`src/hdl/spq_pkg.sv`:
```
// Shared types, codes and default sizes for the sorted priority queue.
package spq_pkg;

   localparam int DEPTH_DEF         = 16;
   localparam int VALUE_BITS_DEF    = 8;
   localparam int PRIORITY_BITS_DEF = 16;

   // Request kinds carried in req_tuser
   localparam logic ACT_ENQUEUE = 1'b0;
   localparam logic ACT_DEQUEUE = 1'b1;

   typedef enum logic [1:0] {
      STAT_ENQUEUED = 2'd0,
      STAT_DEQUEUED = 2'd1,
      STAT_EMPTY    = 2'd2,
      STAT_FULL     = 2'd3
   } status_code_type;

   // Controller to datapath
   typedef struct packed {
      logic            push;
      logic            pop;
      logic            load;
      status_code_type code;
   } cmd_type;

   // Datapath to controller
   typedef struct packed {
      logic is_empty;
      logic is_full;
   } flags_type;

endpackage

```
`src/hdl/sorted_priority_queue.sv`:
```
// Top level of the sorted priority queue: controller, slot datapath and stream ports.
//
//  channel  direction  handshake              payload
//  req      in         req_tvalid/req_tready  tuser: action; tdata: value, priority
//  rsp      out        rsp_tvalid/rsp_tready  tuser: status; tdata: value, priority, count
//
// For each transaction, all slots compare against the new key in parallel
// and the whole row shifts in the accept cycle; the result appears in the output
// register on the next cycle. One transaction per cycle is sustained while rsp_tready
// stays high. Reset (synchronous, active high) empties the queue at once; slot contents
// need no clearing. A stalled result holds, and a new request is taken in the cycle
// the held result leaves.
module sorted_priority_queue #(
   parameter int DEPTH         = spq_pkg::DEPTH_DEF,
   parameter int VALUE_BITS    = spq_pkg::VALUE_BITS_DEF,
   parameter int PRIORITY_BITS = spq_pkg::PRIORITY_BITS_DEF
) (
   input  logic clock,
   input  logic reset,
   input  logic req_tvalid,
   output logic req_tready,
   // tdata: entry_value, entry_priority, zero fill
   input  logic [((VALUE_BITS + PRIORITY_BITS + 7) / 8) * 8 - 1:0] req_tdata,
   // tuser: action
   input  logic req_tuser,
   output logic rsp_tvalid,
   input  logic rsp_tready,
   // tdata: out_value, out_priority, count, zero fill
   output logic [((VALUE_BITS + PRIORITY_BITS + $clog2(DEPTH + 1) + 7) / 8) * 8 - 1:0]
      rsp_tdata,
   // tuser: status
   output logic [1:0] rsp_tuser
);

   localparam int COUNT_BITS = $clog2(DEPTH + 1);
   localparam int REQ_BITS   = ((VALUE_BITS + PRIORITY_BITS + 7) / 8) * 8;
   localparam int RSP_FIELDS = VALUE_BITS + PRIORITY_BITS + COUNT_BITS;
   localparam int RSP_BITS   = ((RSP_FIELDS + 7) / 8) * 8;

   spq_pkg::cmd_type         cmd;
   spq_pkg::flags_type       flags;
   spq_pkg::status_code_type rsp_status;
   logic [VALUE_BITS-1:0]    req_value;
   logic [PRIORITY_BITS-1:0] req_priority;
   logic [VALUE_BITS-1:0]    rsp_value;
   logic [PRIORITY_BITS-1:0] rsp_priority;
   logic [COUNT_BITS-1:0]    rsp_count;

   assign req_value    = req_tdata[VALUE_BITS-1:0];
   assign req_priority = req_tdata[VALUE_BITS + PRIORITY_BITS - 1:VALUE_BITS];

   spq_ctrl u_ctrl (
      .clock      (clock),
      .reset      (reset),
      .req_tvalid (req_tvalid),
      .req_action (req_tuser),
      .req_tready (req_tready),
      .rsp_tready (rsp_tready),
      .rsp_tvalid (rsp_tvalid),
      .flags      (flags),
      .cmd        (cmd)
   );

   spq_dpath #(
      .DEPTH         (DEPTH),
      .VALUE_BITS    (VALUE_BITS),
      .PRIORITY_BITS (PRIORITY_BITS),
      .COUNT_BITS    (COUNT_BITS)
   ) u_dpath (
      .clock        (clock),
      .reset        (reset),
      .cmd          (cmd),
      .flags        (flags),
      .req_value    (req_value),
      .req_priority (req_priority),
      .rsp_value    (rsp_value),
      .rsp_priority (rsp_priority),
      .rsp_status   (rsp_status),
      .rsp_count    (rsp_count)
   );

   assign rsp_tdata = RSP_BITS'({rsp_count, rsp_priority, rsp_value});
   assign rsp_tuser = rsp_status;

   // Fill bits of the request word carry nothing
   logic unused_req_fill;
   assign unused_req_fill = (REQ_BITS > VALUE_BITS + PRIORITY_BITS) ? ^req_tdata : 1'b0;

endmodule

```
`src/hdl/spq_ctrl.sv`:
```
// Handshake controller: decides the operation for each transaction and tracks the held result.
module spq_ctrl (
   input  logic              clock,
   input  logic              reset,
   input  logic              req_tvalid,
   input  logic              req_action,
   output logic              req_tready,
   input  logic              rsp_tready,
   output logic              rsp_tvalid,
   input  spq_pkg::flags_type flags,
   output spq_pkg::cmd_type   cmd
);

   typedef enum logic {
      ST_IDLE,
      ST_HOLD
   } state_type;

   state_type state_ff;
   logic      rsp_tvalid_ff;
   logic      accept;

   // Output register frees up in the same cycle its result is taken
   assign req_tready = (state_ff == ST_IDLE) || rsp_tready;
   assign accept     = req_tvalid && req_tready;
   assign rsp_tvalid = rsp_tvalid_ff;

   always_comb begin
      cmd.push = 1'b0;
      cmd.pop  = 1'b0;
      cmd.load = accept;
      cmd.code = spq_pkg::STAT_ENQUEUED;
      if (req_action == spq_pkg::ACT_ENQUEUE) begin
         if (flags.is_full) begin
            cmd.code = spq_pkg::STAT_FULL;
         end else begin
            cmd.push = accept;
            cmd.code = spq_pkg::STAT_ENQUEUED;
         end
      end else begin
         if (flags.is_empty) begin
            cmd.code = spq_pkg::STAT_EMPTY;
         end else begin
            cmd.pop  = accept;
            cmd.code = spq_pkg::STAT_DEQUEUED;
         end
      end
   end

   always_ff @(posedge clock) begin
      if (reset) begin
         state_ff      <= ST_IDLE;
         rsp_tvalid_ff <= 1'b0;
      end else begin
         unique case (state_ff)
            ST_IDLE: begin
               if (accept) begin
                  state_ff      <= ST_HOLD;
                  rsp_tvalid_ff <= 1'b1;
               end
            end
            ST_HOLD: begin
               if (accept) begin
                  state_ff      <= ST_HOLD;
                  rsp_tvalid_ff <= 1'b1;
               end else if (rsp_tready) begin
                  state_ff      <= ST_IDLE;
                  rsp_tvalid_ff <= 1'b0;
               end
            end
            default: begin
               state_ff      <= ST_IDLE;
               rsp_tvalid_ff <= 1'b0;
            end
         endcase
      end
   end

endmodule

```
`src/hdl/spq_dpath.sv`:
```
// Sorted slot row, entry count and result register.
module spq_dpath #(
   parameter int DEPTH         = spq_pkg::DEPTH_DEF,
   parameter int VALUE_BITS    = spq_pkg::VALUE_BITS_DEF,
   parameter int PRIORITY_BITS = spq_pkg::PRIORITY_BITS_DEF,
   parameter int COUNT_BITS    = $clog2(DEPTH + 1)
) (
   input  logic                     clock,
   input  logic                     reset,
   input  spq_pkg::cmd_type         cmd,
   output spq_pkg::flags_type       flags,
   input  logic [VALUE_BITS-1:0]    req_value,
   input  logic [PRIORITY_BITS-1:0] req_priority,
   output logic [VALUE_BITS-1:0]    rsp_value,
   output logic [PRIORITY_BITS-1:0] rsp_priority,
   output spq_pkg::status_code_type rsp_status,
   output logic [COUNT_BITS-1:0]    rsp_count
);

   logic [VALUE_BITS-1:0]    val_ff [DEPTH];
   logic [VALUE_BITS-1:0]    val_in [DEPTH];
   logic [PRIORITY_BITS-1:0] pri_ff [DEPTH];
   logic [PRIORITY_BITS-1:0] pri_in [DEPTH];
   logic [DEPTH-1:0]         lt;
   logic [COUNT_BITS-1:0]    count_ff;
   logic [COUNT_BITS-1:0]    count_in;

   logic [VALUE_BITS-1:0]    out_value_ff;
   logic [PRIORITY_BITS-1:0] out_priority_ff;
   spq_pkg::status_code_type out_status_ff;
   logic [COUNT_BITS-1:0]    out_count_ff;

   assign flags.is_empty = (count_ff == '0);
   assign flags.is_full  = (count_ff == COUNT_BITS'(DEPTH));

   // Each occupied slot that sorts ahead of the new key; the set is always a prefix
   always_comb begin
      for (int i = 0; i < DEPTH; i++) begin
         lt[i] = (COUNT_BITS'(i) < count_ff) && (pri_ff[i] < req_priority);
      end
   end

   for (genvar i = 0; i < DEPTH; i++) begin : g_slot
      always_comb begin
         val_in[i] = val_ff[i];
         pri_in[i] = pri_ff[i];
         if (cmd.push && !lt[i]) begin
            if (i == 0) begin
               val_in[i] = req_value;
               pri_in[i] = req_priority;
            end else if (lt[(i == 0) ? 0 : i - 1]) begin
               val_in[i] = req_value;
               pri_in[i] = req_priority;
            end else begin
               // shift down to make room
               val_in[i] = val_ff[(i == 0) ? 0 : i - 1];
               pri_in[i] = pri_ff[(i == 0) ? 0 : i - 1];
            end
         end else if (cmd.pop && (i < DEPTH - 1)) begin
            val_in[i] = val_ff[(i < DEPTH - 1) ? i + 1 : i];
            pri_in[i] = pri_ff[(i < DEPTH - 1) ? i + 1 : i];
         end
      end

      always_ff @(posedge clock) begin
         val_ff[i] <= val_in[i];
         pri_ff[i] <= pri_in[i];
      end
   end

   always_comb begin
      priority if (cmd.push) begin
         count_in = count_ff + 1'b1;
      end else if (cmd.pop) begin
         count_in = count_ff - 1'b1;
      end else begin
         count_in = count_ff;
      end
   end

   always_ff @(posedge clock) begin
      if (reset) begin
         count_ff <= '0;
      end else begin
         count_ff <= count_in;
      end
   end

   // Result register: zero payload unless the head is removed
   always_ff @(posedge clock) begin
      if (cmd.load) begin
         out_value_ff    <= cmd.pop ? val_ff[0] : '0;
         out_priority_ff <= cmd.pop ? pri_ff[0] : '0;
         out_status_ff   <= cmd.code;
         out_count_ff    <= count_in;
      end
   end

   assign rsp_value    = out_value_ff;
   assign rsp_priority = out_priority_ff;
   assign rsp_status   = out_status_ff;
   assign rsp_count    = out_count_ff;

   a_count_bound: assert property (@(posedge clock) disable iff (reset)
      count_ff <= COUNT_BITS'(DEPTH))
      else $error("entry count beyond depth");

   a_push_pop_excl: assert property (@(posedge clock) disable iff (reset)
      !(cmd.push && cmd.pop) && !((cmd.push || cmd.pop) && !cmd.load))
      else $error("slot update without a loaded result");

   a_push_count: assert property (@(posedge clock) disable iff (reset)
      cmd.push |=> count_ff == $past(count_ff) + 1'b1)
      else $error("count did not advance on enqueue");

   a_pop_head: assert property (@(posedge clock) disable iff (reset)
      cmd.pop |=> (out_priority_ff == $past(pri_ff[0])) && (out_value_ff == $past(val_ff[0])))
      else $error("dequeued entry is not the former head");

endmodule
```
`config.mk`:
```
export PLATFORM = sky130hd
export DESIGN_NAME = sorted_priority_queue
export DESIGN_NICKNAME = d
export VERILOG_FILES = /design/src/hdl/spq_pkg.sv /design/src/hdl/sorted_priority_queue.sv /design/src/hdl/spq_ctrl.sv /design/src/hdl/spq_dpath.sv
export SDC_FILE = /design/constraint.sdc
export NUM_CORES = 1
export LEC_CHECK = 0
export BUFFER_PORTS_ARGS = -buffer_cell sky130_fd_sc_hd__buf_2
export CORE_ASPECT_RATIO = 1.1
export CORE_MARGIN = 2
export CORE_UTILIZATION = 30
export CTS_BUF_LIST = sky130_fd_sc_hd__clkbuf_8 sky130_fd_sc_hd__clkbuf_16
export DETAILED_ROUTE_END_ITERATION = 16
export SYNTH_ARGS = -nofsm -noshare
export SYNTH_HDL_FRONTEND = slang
export SYNTH_HIERARCHICAL = 1
export SYNTH_SLANG_ARGS = --single-unit
```
`constraint.sdc`:
```
create_clock -name clock -period 3.9 [get_ports clock]
set_clock_uncertainty 0.2 [all_clocks]
set_input_delay 0 -clock clock [delete_from_list [all_inputs] [get_ports clock]]
set_output_delay 0 -clock clock [all_outputs]
set_load 0.01 [all_outputs]
```
Word-level counts from Yosys, hierarchy flattened:

Memory sizes are Yosys's and may differ from the RTL's.
Index checks and enable logic that the tools add are counted.

* add/subtract/negate cells: 2
* order comparisons: 32
* eq/ne operators: 3
* multiplexer cells: 109
* bitwise logic cells: 1
* reductions and logical operators: 52

Operators with widths (count)
* 16-bit two-way mux: 46
* 8-bit two-way mux: 46
* 16-bit < comparator: 16
* 4-bit by 5-bit < comparator with 1-bit output (first input constant): 8
* 1-bit logical AND: 33
* 3-bit by 5-bit < comparator with 1-bit output (first input constant): 4
* 1-bit logical NOT: 16
* 1-bit by 5-bit < comparator with 1-bit output (first input constant): 2
* 2-bit by 5-bit < comparator with 1-bit output (first input constant): 2
* 1-bit two-way mux: 10
* 5-bit two-way mux: 2
* 2-bit two-way mux: 3
* 5-bit by 1-bit adder with 5-bit output (second input constant): 1
* 5-bit == test (second input constant): 1
* 5-bit logical NOT: 1
* 5-bit by 1-bit subtractor with 5-bit output (second input constant): 1
* 1-bit case mux with 2 select lines: 2
* 3-bit != test (second input constant): 1
* 2-bit by 1-bit != test with 1-bit output (second input constant): 1
* 2-bit AND reduction: 1
* 1-bit logical OR: 1
* 1-bit inverter: 1

* register bits after elaboration: 38
* bits in writable memories: 384
* bits of input ports: 29
* word-level logic and storage cells: 208
* memories kept: 2

Memories
* u_dpath.pri_ff: depth 16, bits a word 16, read ports 16, clocked after Yosys merged registers in 0, write ports 16, line spq_dpath.sv:22 `logic [PRIORITY_BITS-1:0] pri_ff [DEPTH];`
* u_dpath.val_ff: depth 16, bits a word 8, read ports 16, clocked after Yosys merged registers in 0, write ports 16, line spq_dpath.sv:20 `logic [VALUE_BITS-1:0] val_ff [DEPTH];`

Longest topological paths before layout:

Gate-level depths: netlist of the first run.

* depth in word-level cells: 7
* mapped depth: 13
* mapped depth without buffers: 9

Modules after synthesis:

The synthesis of the first run kept the hierarchy.

Modules (own cells, without submodules)
* spq_dpath: times used 1, cells an instance 2380, area an instance 26822.0 µm², seq. area each 12562.0 µm²
* spq_ctrl: times used 1, cells an instance 15, area an instance 132.6 µm², seq. area each 40.0 µm²
* sorted_priority_queue: times used 1, cells an instance 4, area an instance 26.3 µm², seq. area each 0.0 µm²

Least setup slack after synthesis of the first run:

OpenSTA, ideal clock, no wires.

* kind: register to register
* start: register, netlist name u_dpath/count_ff[1]
* end: memory u_dpath/pri_ff[1][112] (netlist bit), enable pin
* setup time: 442 ps
* arrival: 3567 ps
* data required time: 3258 ps
* setup slack: -309 ps
* cell stages (with the launch flop): 9
* period minus slack after synthesis: 4209 ps
* path through: dfxtp_1 buf_2 inv_1 ha_1 nor4bb_1 nor3_1 clkbuf_1 inv_2 o31ai_1

RTL lines (line)
* end, declared: spq_dpath.sv:22

==> flow_summary_export.csv, run 1 <==
group,metric,value,unit
run_status,outcome,"finished clean",
timing,max_freq,278,MHz
grt,grt_first_pass_wirelength,110000,um
layout,fillers,8893,
yosys,async_flop_share,0,
flow_run,maxCapViolCount,0,
worst_setup_path,worstPathCellList,"nor4bb_1 > nor3_2 > inv_2 > buf_4 > nand2_1 > o21ai_0 > xor2_1",
worst_setup_path,crit_required,4.03,ns
yosys,synth_edf_count,415,
worst_setup_path,crit_slowest_cell,"nor4bb_1",
timing,setup_ws,0.309,ns
grt,grt_util_all_layers,0.148,
grt,overflow,0,
timing,final.period_utilization,0.921,
floorplan,die-area,0.0924,mm^2
clocking,cts_made_buffers,48,
placed_design,dpl.hpwl,54300,um
worst_setup_path,cp_max_fo,14,
yosys,synth_area_per_cell,11.2,um^2
timing,tns,0,ns
layout,area_growth,14.3,%
floorplan,die_x,290,um
timing,rsz0062_at_grt,"no",
yosys,synth_cell_types,81,
worst_setup_path,cp_top_family,"simple AND/OR/NAND/NOR gates",
floorplan,start_util,0.302,
route,finalWirelength,70200,um
timing,relSlewSlack,0.279,
pwr,ir_drop,0.000328,V
clocking,cts.repair.resized,0,
grt,antenna_found_initial,0,
yosys,seq_area_frac_synth,0.467,
timing,hold_viol_final,0,
placed_design,dpl_worst_slack,0.425,ns
pwr,power_density,475,mW/mm^2
layout,postLayoutCellArea,0.0308,mm^2
route,vias,18915,
yosys,postSynthCellCount,2399,
route,ant_nets,0,
placed_design,portBuffers,61,
layout,drive_above_1_share,0.157,
route,drc,0,
clocking,cts.clk_slew.worst_paths,0.06,ns
worst_setup_path,cp-start-kind,"flop",
layout,postLayoutCoreUtil,0.346,
placed_design,place_congestion,0.884,
yosys,yosys-top-cells-area,"edfxtp_1 46%, ha_1 11%, mux2i_1 7.1%",
clocking,clkLatencyLatePin,0.61,ns
clocking,tritoncts,"done",
route,vias_per_cell,5.16,
layout,multi_input_area,0.0136,mm^2
yosys,ys_ff_latch,422,
min_path,hold_class,"in -> reg",
worst_setup_path,slowest_delay,0.79,ns
yosys,synth.cell_area,0.0270,mm^2
pwr,power.leakage,12.7,nW
yosys,synth_top_area_frac,0.462,
route,drtIter0Drc,1370,
route,route.detailed.wl_per_inst,19.2,um
layout,layout.nets,2734,
worst_setup_path,critPathArrivalTime,3.72,ns
clocking,clockBufferDepth,3,
layout,insertedDiodeCount,0,
timing,worst_pin_slew,1.08,ns
clocking,cts_max_level,2,
placed_design,dpl-instance-area,0.0290,mm^2
floorplan,die_h,319,um
pwr,finalPower,0.0146,W
timing,drv_slew,0,
yosys,synthFlopType,"edfxtp_1",
grt,grt_pass1_vias,18549,
layout,register_area,0.0126,mm^2
worst_setup_path,path_buf_inv,2,
floorplan,core-area,0.0892,mm^2
grt,grt_max_degree,74,
floorplan,rows,115,
timing,period_needed,3.59,ns
yosys,yosys.area.top_type,"edfxtp_1",
worst_setup_path,cp-end-kind,"flop",
route,drt_pre_antenna_iters,6,
clocking,cts_sinks,422,
timing,setup_violations,0,
worst_setup_path,crit_type,"reg -> reg",
yosys,yosys_warnings,6,
clocking,cts-root-buf,"clkbuf_16",
floorplan,ios,65,
==> what timing repair did <==
action                                  4_1_cts  5_1_grt
endpoints found under the hold margin       380        0
buffers inserted                              0        0
endpoints found under the setup margin        0        0
hold buffers                                 31        0
==> cell type report <==
cell class	count	share of cell area
clock buffer	50	0.0399
timing repair buffer	201	0.0502
multi-input combinational	1760	0.441
tap	1170	0.0475
clock inverter	35	0.00978
inverter	28	0.00341
sequential	422	0.409
==> final timing paths <==
kind / startpoint / cells after the start / slack (ns) / end
min reg2reg: u_dpath/val_ff[1][60] / 1 / 0.35 / u_dpath/val_ff[1][52]
max: u_dpath/count_ff[4] / 7 / 0.31 / u_dpath/rsp_count[3]
min: reset / 3 / 0.09 / u_dpath/count_ff[4]
max reg2reg: u_dpath/count_ff[4] / 7 / 0.31 / u_dpath/rsp_count[3]
==> routing by layer <==
layer  wire, um  GRT usage
met1      32400      0.201
met2      33200      0.252
met3       3110     0.0167
met4       1550     0.0373
met5          0          0
==> synthesized netlist by cell type, types with 16 or more instances <==
cell,count
a21o_1,29
a21oi_1,282
a31oi_1,127
and2_1,28
buf_2,42
clkbuf_1,132
edfxtp_1,415
ha_1,244
inv_1,27
mux2_1,72
mux2_2,95
mux2_4,26
mux2i_1,192
nand2_1,137
nand2b_1,16
nand3_1,64
nand4_1,31
nor2_1,122
o21ai_0,107
o21ai_1,21
==> registers in the layout, indices dropped and copies added (netlist names) <==
register,cells
u_ctrl/rsp_tvalid,1
u_ctrl/state_ff,1
u_dpath/count_ff,5
u_dpath/pri_ff,256
u_dpath/rsp_count,5
u_dpath/rsp_priority,16
u_dpath/rsp_status,2
u_dpath/rsp_value,8
u_dpath/val_ff,128
==> cells by family (layout without fill, tap and decap cells) <==
| group | after synthesis | count (layout) | share of synthesized area |
|---|---|---|---|
| xor gates and xnor gates | 4 | 4 | 0.00130 |
| adders and majority gates | 244 | 244 | 0.113 |
| and+or+nand+nor | 466 | 466 | 0.0830 |
| AOI/OAI and AO/OA | 658 | 658 | 0.145 |
| muxes | 385 | 385 | 0.155 |
| other | 1 | 3 | 0.000139 |
| DFF | 422 | 422 | 0.467 |
| buffers and inverters | 219 | 314 | 0.0352 |
==> metrics by stage <==
stage | hold slack (ns) | cells
floorplan | -0.131 | 2401
global placement | 0.0118 | 3550
detailed placement | 0.0160 | 3550
CTS | 0.0881 | 3666
global route | 0.119 | 3666
finish | 0.0927 | 3666
==> worst min-delay path, delay by kind of cell <==
kind	cells	cell delay [ns]
and+or+nand+nor	1	0.07
buffers and inverters	2	0.76
==> placed cells by master, fill, tap and decap left out, drive strengths merged, types with 4 or more instances in the layout <==
cell / instances
a21o: 29
o211ai: 9
nand3: 65
nand2b: 18
a221o: 4
edfxtp: 415
nor3: 13
nand2: 137
or2: 13
clkinv: 12
bufinv: 5
nor2b: 9
o31ai: 5
nand4: 31
nor4: 6
a211o: 4
nor2: 123
o21a: 12
a2111oi: 10
dfxtp: 7
a31oi: 127
mux2i: 192
ha: 244
mux2: 193
clkbuf: 50
inv: 46
a21oi: 286
buf: 170
a211oi: 13
and2: 28
o21ai: 128
a2111o: 5
and3: 6
dlygate4sd3: 31
nor3b: 4
and4: 4
==> report_power, final <==
part | internal (W) | total (W) | switching, W
registers | 0.00597 | 0.00648 | 0.000508
clock network | 0.00260 | 0.00448 | 0.00188
logic | 0.00153 | 0.00368 | 0.00215
Note: power is estimated with default switching activity, not from simulation.
==> inputs of run 2 (changes only) <==
--- a/config.mk
+++ b/config.mk
@@ -11,6 +11,7 @@
 export CORE_UTILIZATION = 30
 export CTS_BUF_LIST = sky130_fd_sc_hd__clkbuf_8 sky130_fd_sc_hd__clkbuf_16
 export DETAILED_ROUTE_END_ITERATION = 16
+export HOLD_SLACK_MARGIN = 0.12
 export SYNTH_ARGS = -nofsm -noshare
 export SYNTH_HDL_FRONTEND = slang
 export SYNTH_HIERARCHICAL = 1
==> constraint.sdc (replaced) <==
create_clock -name clock -period 3.9 [get_ports clock]
set_clock_uncertainty 0.2 [all_clocks]
set_input_delay 0.585 -clock clock [delete_from_list [all_inputs] [get_ports clock]]
set_output_delay 0.585 -clock clock [all_outputs]
set_load 0.01 [all_outputs]
==> run 2 against run 1 <==
Clock power is 3% higher. Power grew 1.2%. Critical endpoint is now u_dpath/count_ff[3]. Non-clock buffer count is 19 lower. Core utilization shrank 0.10 points. First-iteration DRC count increased by 6.2%. Cell count decreased by 0.38%. Via count shrank 0.52%. Design area fell by 0.30%.
==> flow_summary_export.csv, run 2 (same netlist as run 1, synthesis figures left out) <==
group,metric,value,unit
run_status,outcome,"finished clean",
route,drt_pre_antenna_iters,5,
floorplan,rows,115,
layout,postLayoutCoreUtil,0.345,
grt,antenna_found_initial,2,
worst_setup_path,worstPathCellList,"dlygate4sd3_1 > buf_2 > nand2b_4 > nand2_1 > nor3_2 > buf_12 > buf_4 > nand4_1 > o21ai_0 > xor2_1 > nor2b_1",
worst_setup_path,cp-start-kind,"input port",
placed_design,portBuffers,61,
route,wl_met3,3070,um
worst_setup_path,crit_slowest_cell,"dlygate4sd3_1",
floorplan,die_h,319,um
timing,worst_pin_slew,0.782,ns
timing,final.period_utilization,0.877,
route,drc,0,
pwr,finalPower,0.0148,W
clocking,clkLatencyLatePin,0.61,ns
pwr,power.switching,0.00461,W
layout,drive_above_1_share,0.168,
timing,drv_slew,0,
worst_setup_path,worstSetupStartpoint,"rsp_tready",
pwr,p_int,0.0102,W
placed_design,place_congestion,0.882,
worst_setup_path,r2r-start,"u_dpath/count_ff[0]",
route,finalWirelength,69900,um
clocking,cts_max_level,2,
route,ant_nets,0,
floorplan,ios,65,
route,vias_per_cell,5.15,
pwr,combPwrFrac,0.253,
worst_setup_path,crit_required,4.24,ns
clocking,cts.clk_slew.worst_paths,0.06,ns
timing,tns,0,ns
pwr,p_sw_frac,0.311,
clocking,cts-root-buf,"clkbuf_16",
route,route.met2.wl,32700,um
grt,grt_util_all_layers,0.147,
route,wl_met1,32300,um
pwr,power_density,482,mW/mm^2
layout,final_cell_mix,"415 x edfxtp_1, 282 x a21oi_1, 244 x ha_1, 192 x mux2i_1, 137 x nand2_1",
timing,setup_violations,0,
worst_setup_path,cp_top_family,"buffers and inverters",
pwr,power.leakage,12.6,nW
clocking,cts_made_buffers,48,
pwr,p_clk_frac,0.311,
clocking,cts.repair.resized,0,
worst_setup_path,cp-end-kind,"flop",
clocking,tritoncts,"done",
clocking,cts_sinks,422,
layout,layout.nets,2715,
route,vias,18817,
floorplan,core-area,0.0892,mm^2
route,drtIter0Drc,1455,
floorplan,start_util,0.302,
timing,hold_viol_final,0,
grt,grt_pass1_vias,18638,
layout,largest_reg_flops,256,
grt,grt_first_pass_wirelength,108000,um
layout,final_common_cell,"edfxtp_1",
worst_setup_path,slowest_delay,0.52,ns
clocking,clockBufferDepth,3,
worst_setup_path,critPathArrivalTime,3.77,ns
placed_design,dpl.hpwl,54200,um
timing,period_needed,3.42,ns
floorplan,die_x,290,um
clocking,postCtsSetupRepairBufs,0,
timing,max_freq,292,MHz
flow_run,maxCapViolCount,0,
timing,rsz0062_at_grt,"no",
grt,grt_max_degree,102,
layout,postLayoutCellArea,0.0307,mm^2
min_path,hold_start,"reset",
route,top_layer,"met4",
worst_setup_path,path_buf_inv,4,
worst_setup_path,cp_max_fo,101,
layout,top_register,"u_dpath/pri_ff",
floorplan,die-area,0.0924,mm^2
min_path,hold_class,"in -> reg",
grt,overflow,0,
route,route.detailed.wl_per_inst,19.1,um
layout,fillers,8934,
pwr,power_frac_seq,0.436,
timing,relSlewSlack,0.476,
layout,area_growth,13.9,%
pwr,ir_drop,0.000353,V
timing,hold-worst-slack,0.142,ns
placed_design,dpl-instance-area,0.0291,mm^2
worst_setup_path,crit_type,"in -> reg",
run 2: path summary, 6_finish.rpt:
path / endpoint / slack, ns / depth (start not counted)
max reg2reg: u_dpath/count_ff[3] / 0.59 / 11
max: u_dpath/count_ff[3] / 0.48 / 11
min reg2reg: u_dpath/val_ff[1][54] / 0.35 / 1
min: u_dpath/count_ff[1] / 0.14 / 2
run 2: area by class of cell:
type / instances / area, um^2 / share of cell area
diodes: 2 / 5.00 / 0.000163
clock buffers: 49 / 1230 / 0.0399
clock inverters: 39 / 358 / 0.0116
inverters: 28 / 105 / 0.00342
multi-input cells: 1760 / 13600 / 0.442
flip-flops and latches: 422 / 12600 / 0.410
well taps: 1170 / 1460 / 0.0476
repair buffers: 182 / 1400 / 0.0455
run 2: what timing repair did:
item,in CTS,in global routing
hold buffers,4,0
hold endpoints to repair,2,0
setup endpoints to repair,0,0
run 2: power by group through the flow:
stage	registers (W)	logic [W]	clock network [W]
finish	0.00645	0.00375	0.00461
global placement	0.00651	0.00366	0
detailed placement	0.00653	0.00373	0
floorplan	0.00633	0.00270	0
CTS	0.00644	0.00376	0.00472
global route	0.00653	0.00418	0.00487
run 2: worst reg2reg max path, cell delays in order, from the launching register on:
cell and delay (ns):
dfxtp_1 0.34, inv_1 0.08, ha_1 0.25, nor4bb_1 0.16
buf_4 0.20, nor3_2 0.32, buf_12 0.44, buf_4 0.45
nand4_1 0.14, o21ai_0 0.11, xor2_1 0.38, nor2b_1 0.18
run 2: through the flow:
| step | setup slack (ns) | instances |
|---|---|---|
| after floorplan | 0.00359 | 2401 |
| after global placement | 0.185 | 3558 |
| after detailed placement | 0.134 | 3558 |
| after CTS | 0.495 | 3650 |
| after global routing | 0.326 | 3650 |
| final | 0.479 | 3652 |
run 2: metal layers:
| metal | track usage | vias up |
|---|---|---|
| li1 | - | 9312 |
| met1 | 0.198 | 8946 |
| met2 | 0.249 | 465 |
| met3 | 0.0168 | 94 |
| met4 | 0.0434 | 0 |
| met5 | 0 | - |
==> inputs of run 3 (changes only) <==
--- a/config.mk
+++ b/config.mk
@@ -6,12 +6,13 @@
 export NUM_CORES = 1
 export LEC_CHECK = 0
 export BUFFER_PORTS_ARGS = -buffer_cell sky130_fd_sc_hd__buf_2
-export CORE_ASPECT_RATIO = 1.1
+export CORE_ASPECT_RATIO = 2
 export CORE_MARGIN = 2
 export CORE_UTILIZATION = 30
 export CTS_BUF_LIST = sky130_fd_sc_hd__clkbuf_8 sky130_fd_sc_hd__clkbuf_16
 export DETAILED_ROUTE_END_ITERATION = 16
 export HOLD_SLACK_MARGIN = 0.12
+export REMOVE_ABC_BUFFERS = 1
 export SYNTH_ARGS = -nofsm -noshare
 export SYNTH_HDL_FRONTEND = slang
 export SYNTH_HIERARCHICAL = 1
==> run 3 against run 2 <==
Core utilization up 0.17 points. Clock-buffer cell count is 9 lower. Fmax rose by 2.3%. Cell count increased by 0.25%. First-iteration DRC count fell by 34%. Global-route usage is 1.2 points higher. Die area is 0.15% higher.
==> flow_summary_export.csv, run 3 (same netlist as run 1, synthesis figures left out) <==
group,metric,value,unit
run_status,outcome,"finished clean",
clocking,cts_max_level,2,
grt,grt_util_all_layers,0.160,
worst_setup_path,cp-end-kind,"flop",
route,drtIter0Drc,956,
timing,max_freq,299,MHz
route,vias,19299,
worst_setup_path,worstSetupStartpoint,"u_dpath/pri_ff[0][78]",
placed_design,dpl.hpwl,59000,um
layout,insertedDiodeCount,0,
worst_setup_path,slowest_delay,0.51,ns
clocking,cts_made_buffers,40,
clocking,cts.clk_slew.worst_paths,0.07,ns
timing,worst_pin_slew,0.826,ns
min_path,hold_class,"in -> reg",
floorplan,die_x,216,um
timing,final.period_utilization,0.858,
clocking,cts-root-buf,"clkbuf_16",
clocking,postCtsSetupRepairBufs,0,
min_path,hold_start,"req_tuser",
pwr,finalPower,0.0146,W
worst_setup_path,r2r-start,"u_dpath/pri_ff[0][78]",
layout,layout.nets,2728,
placed_design,portBuffers,61,
route,ant_nets,0,
floorplan,rows,155,
floorplan,core-area,0.0892,mm^2
worst_setup_path,crit_required,4.02,ns
layout,top_register,"u_dpath/pri_ff",
route,drc,0,
placed_design,place_congestion,0.869,
clocking,clockBufferDepth,3,
layout,drive_above_1_share,0.168,
floorplan,ios,65,
flow_run,maxCapViolCount,0,
worst_setup_path,critPathArrivalTime,3.46,ns
timing,hold-worst-slack,0.198,ns
layout,area_growth,14.5,%
route,vias_per_cell,5.27,
timing,setup_violations,0,
pwr,ir_drop,0.000316,V
clocking,clkLatencyLatePin,0.57,ns
floorplan,start_util,0.302,
route,finalWirelength,75400,um
worst_setup_path,crit_type,"reg -> reg",
route,drt_pre_antenna_iters,5,
worst_setup_path,worstPathCellList,"ha_1 > nand4_1 > or3_1 > a2111oi_4 > nor3_4 > buf_12 > mux2_1 > mux2_2",
grt,grt_max_degree,84,
pwr,power_density,473,mW/mm^2
grt,grt_pass1_vias,20180,
worst_setup_path,cp-start-kind,"flop",
layout,final_cell_mix,"415 x edfxtp_1, 282 x a21oi_1, 244 x ha_1, 192 x mux2i_1, 137 x nand2_1",
layout,fillers,8925,
grt,antenna_found_initial,7,
timing,relSlewSlack,0.442,
timing,hold_viol_final,0,
timing,drv_slew,0,
clocking,cts_sinks,422,
grt,overflow,0,
layout,final_common_cell,"edfxtp_1",
timing,period_needed,3.34,ns
clocking,tritoncts,"done",
floorplan,die-area,0.0925,mm^2
pwr,power.leakage,12.7,nW
layout,largest_reg_flops,256,
route,route.detailed.wl_per_inst,20.6,um
floorplan,die_h,428,um
worst_setup_path,cp_max_fo,24,
grt,grt_first_pass_wirelength,116000,um
timing,rsz0062_at_grt,"no",
worst_setup_path,crit_slowest_cell,"or3_1",
[run 3: cell count changes in the layout (fill, tap and decap cells not counted), sizes merged]
| cell | before | now |
|---|---|---|
| inv | 38 | 33 |
| buf | 178 | 199 |
| clkbuf | 49 | 40 |
| clkinv | 21 | 17 |
| bufinv | 6 | 7 |
| diode | 2 | 0 |
[run 3: cell type report]
cell class,count,area [um^2],area share
well taps,1177,1470,0.0477
clock buffers,40,1000,0.0324
clock inverters,31,339,0.0110
inverters,28,105,0.00340
multi-input cells,1760,13600,0.440
repair buffers,203,1790,0.0581
flip-flops and latches,422,12600,0.408
[run 3: routing by layer]
metal | up-vias | wire [um] | global-route usage
met5 | - | 69 | 0
met4 | 14 | 4630 | 0.0943
met3 | 217 | 2150 | 0.0171
met2 | 467 | 43800 | 0.330
met1 | 9298 | 24800 | 0.144
li1 | 9303 | - | -
[run 3: per-stage QoR]
stage / utilization / cells / cell area [um^2] / worst slack (ns) / setup TNS (ns)
finish: 0.346 / 3661 / 30900 / 0.556 / 0
global route: 0.346 / 3661 / 30900 / 0.390 / 0
CTS: 0.346 / 3661 / 30900 / 0.552 / 0
detailed placement: 0.331 / 3586 / 29500 / 0.0709 / 0
global placement: 0.331 / 3586 / 29500 / 0.0645 / 0
floorplan: - / 2210 / 26100 / -14.62 / -7074.79
[run 3: worst max-delay path, delay by kind of cell (launching register included)]
family,cells,cell delay (ns)
adder cells (fa/ha/maj),1,0.35
multiplexers,2,0.58
AND/OR/NAND/NOR,3,0.84
AO/OA/AOI/OAI,1,0.45
buffers and inverters,1,0.19
flip-flops,1,0.47
[run 3: repair_timing]
item,4_1_cts,5_1_grt
setup endpoints to repair,0,0
hold buffers,4,0
endpoints found under the hold margin,7,0
gates resized for setup,0,0
[run 3: path summary, 6_finish.rpt]
kind	slack, ns	end	depth (start not counted)
setup / recovery	0.56	u_dpath/val_ff[0][47]	8
hold / removal	0.20	u_dpath/rsp_status[0]	2
setup reg to reg	0.56	u_dpath/val_ff[0][47]	8
hold reg to reg	0.35	u_dpath/val_ff[1][51]	1
[run 3: power by group]
group	total (W)	internal, W	switching [W]	leakage, nW
combinational	0.00400	0.00167	0.00233	8.04
clock	0.00420	0.00235	0.00185	0.666
sequential	0.00642	0.00595	0.000465	3.96
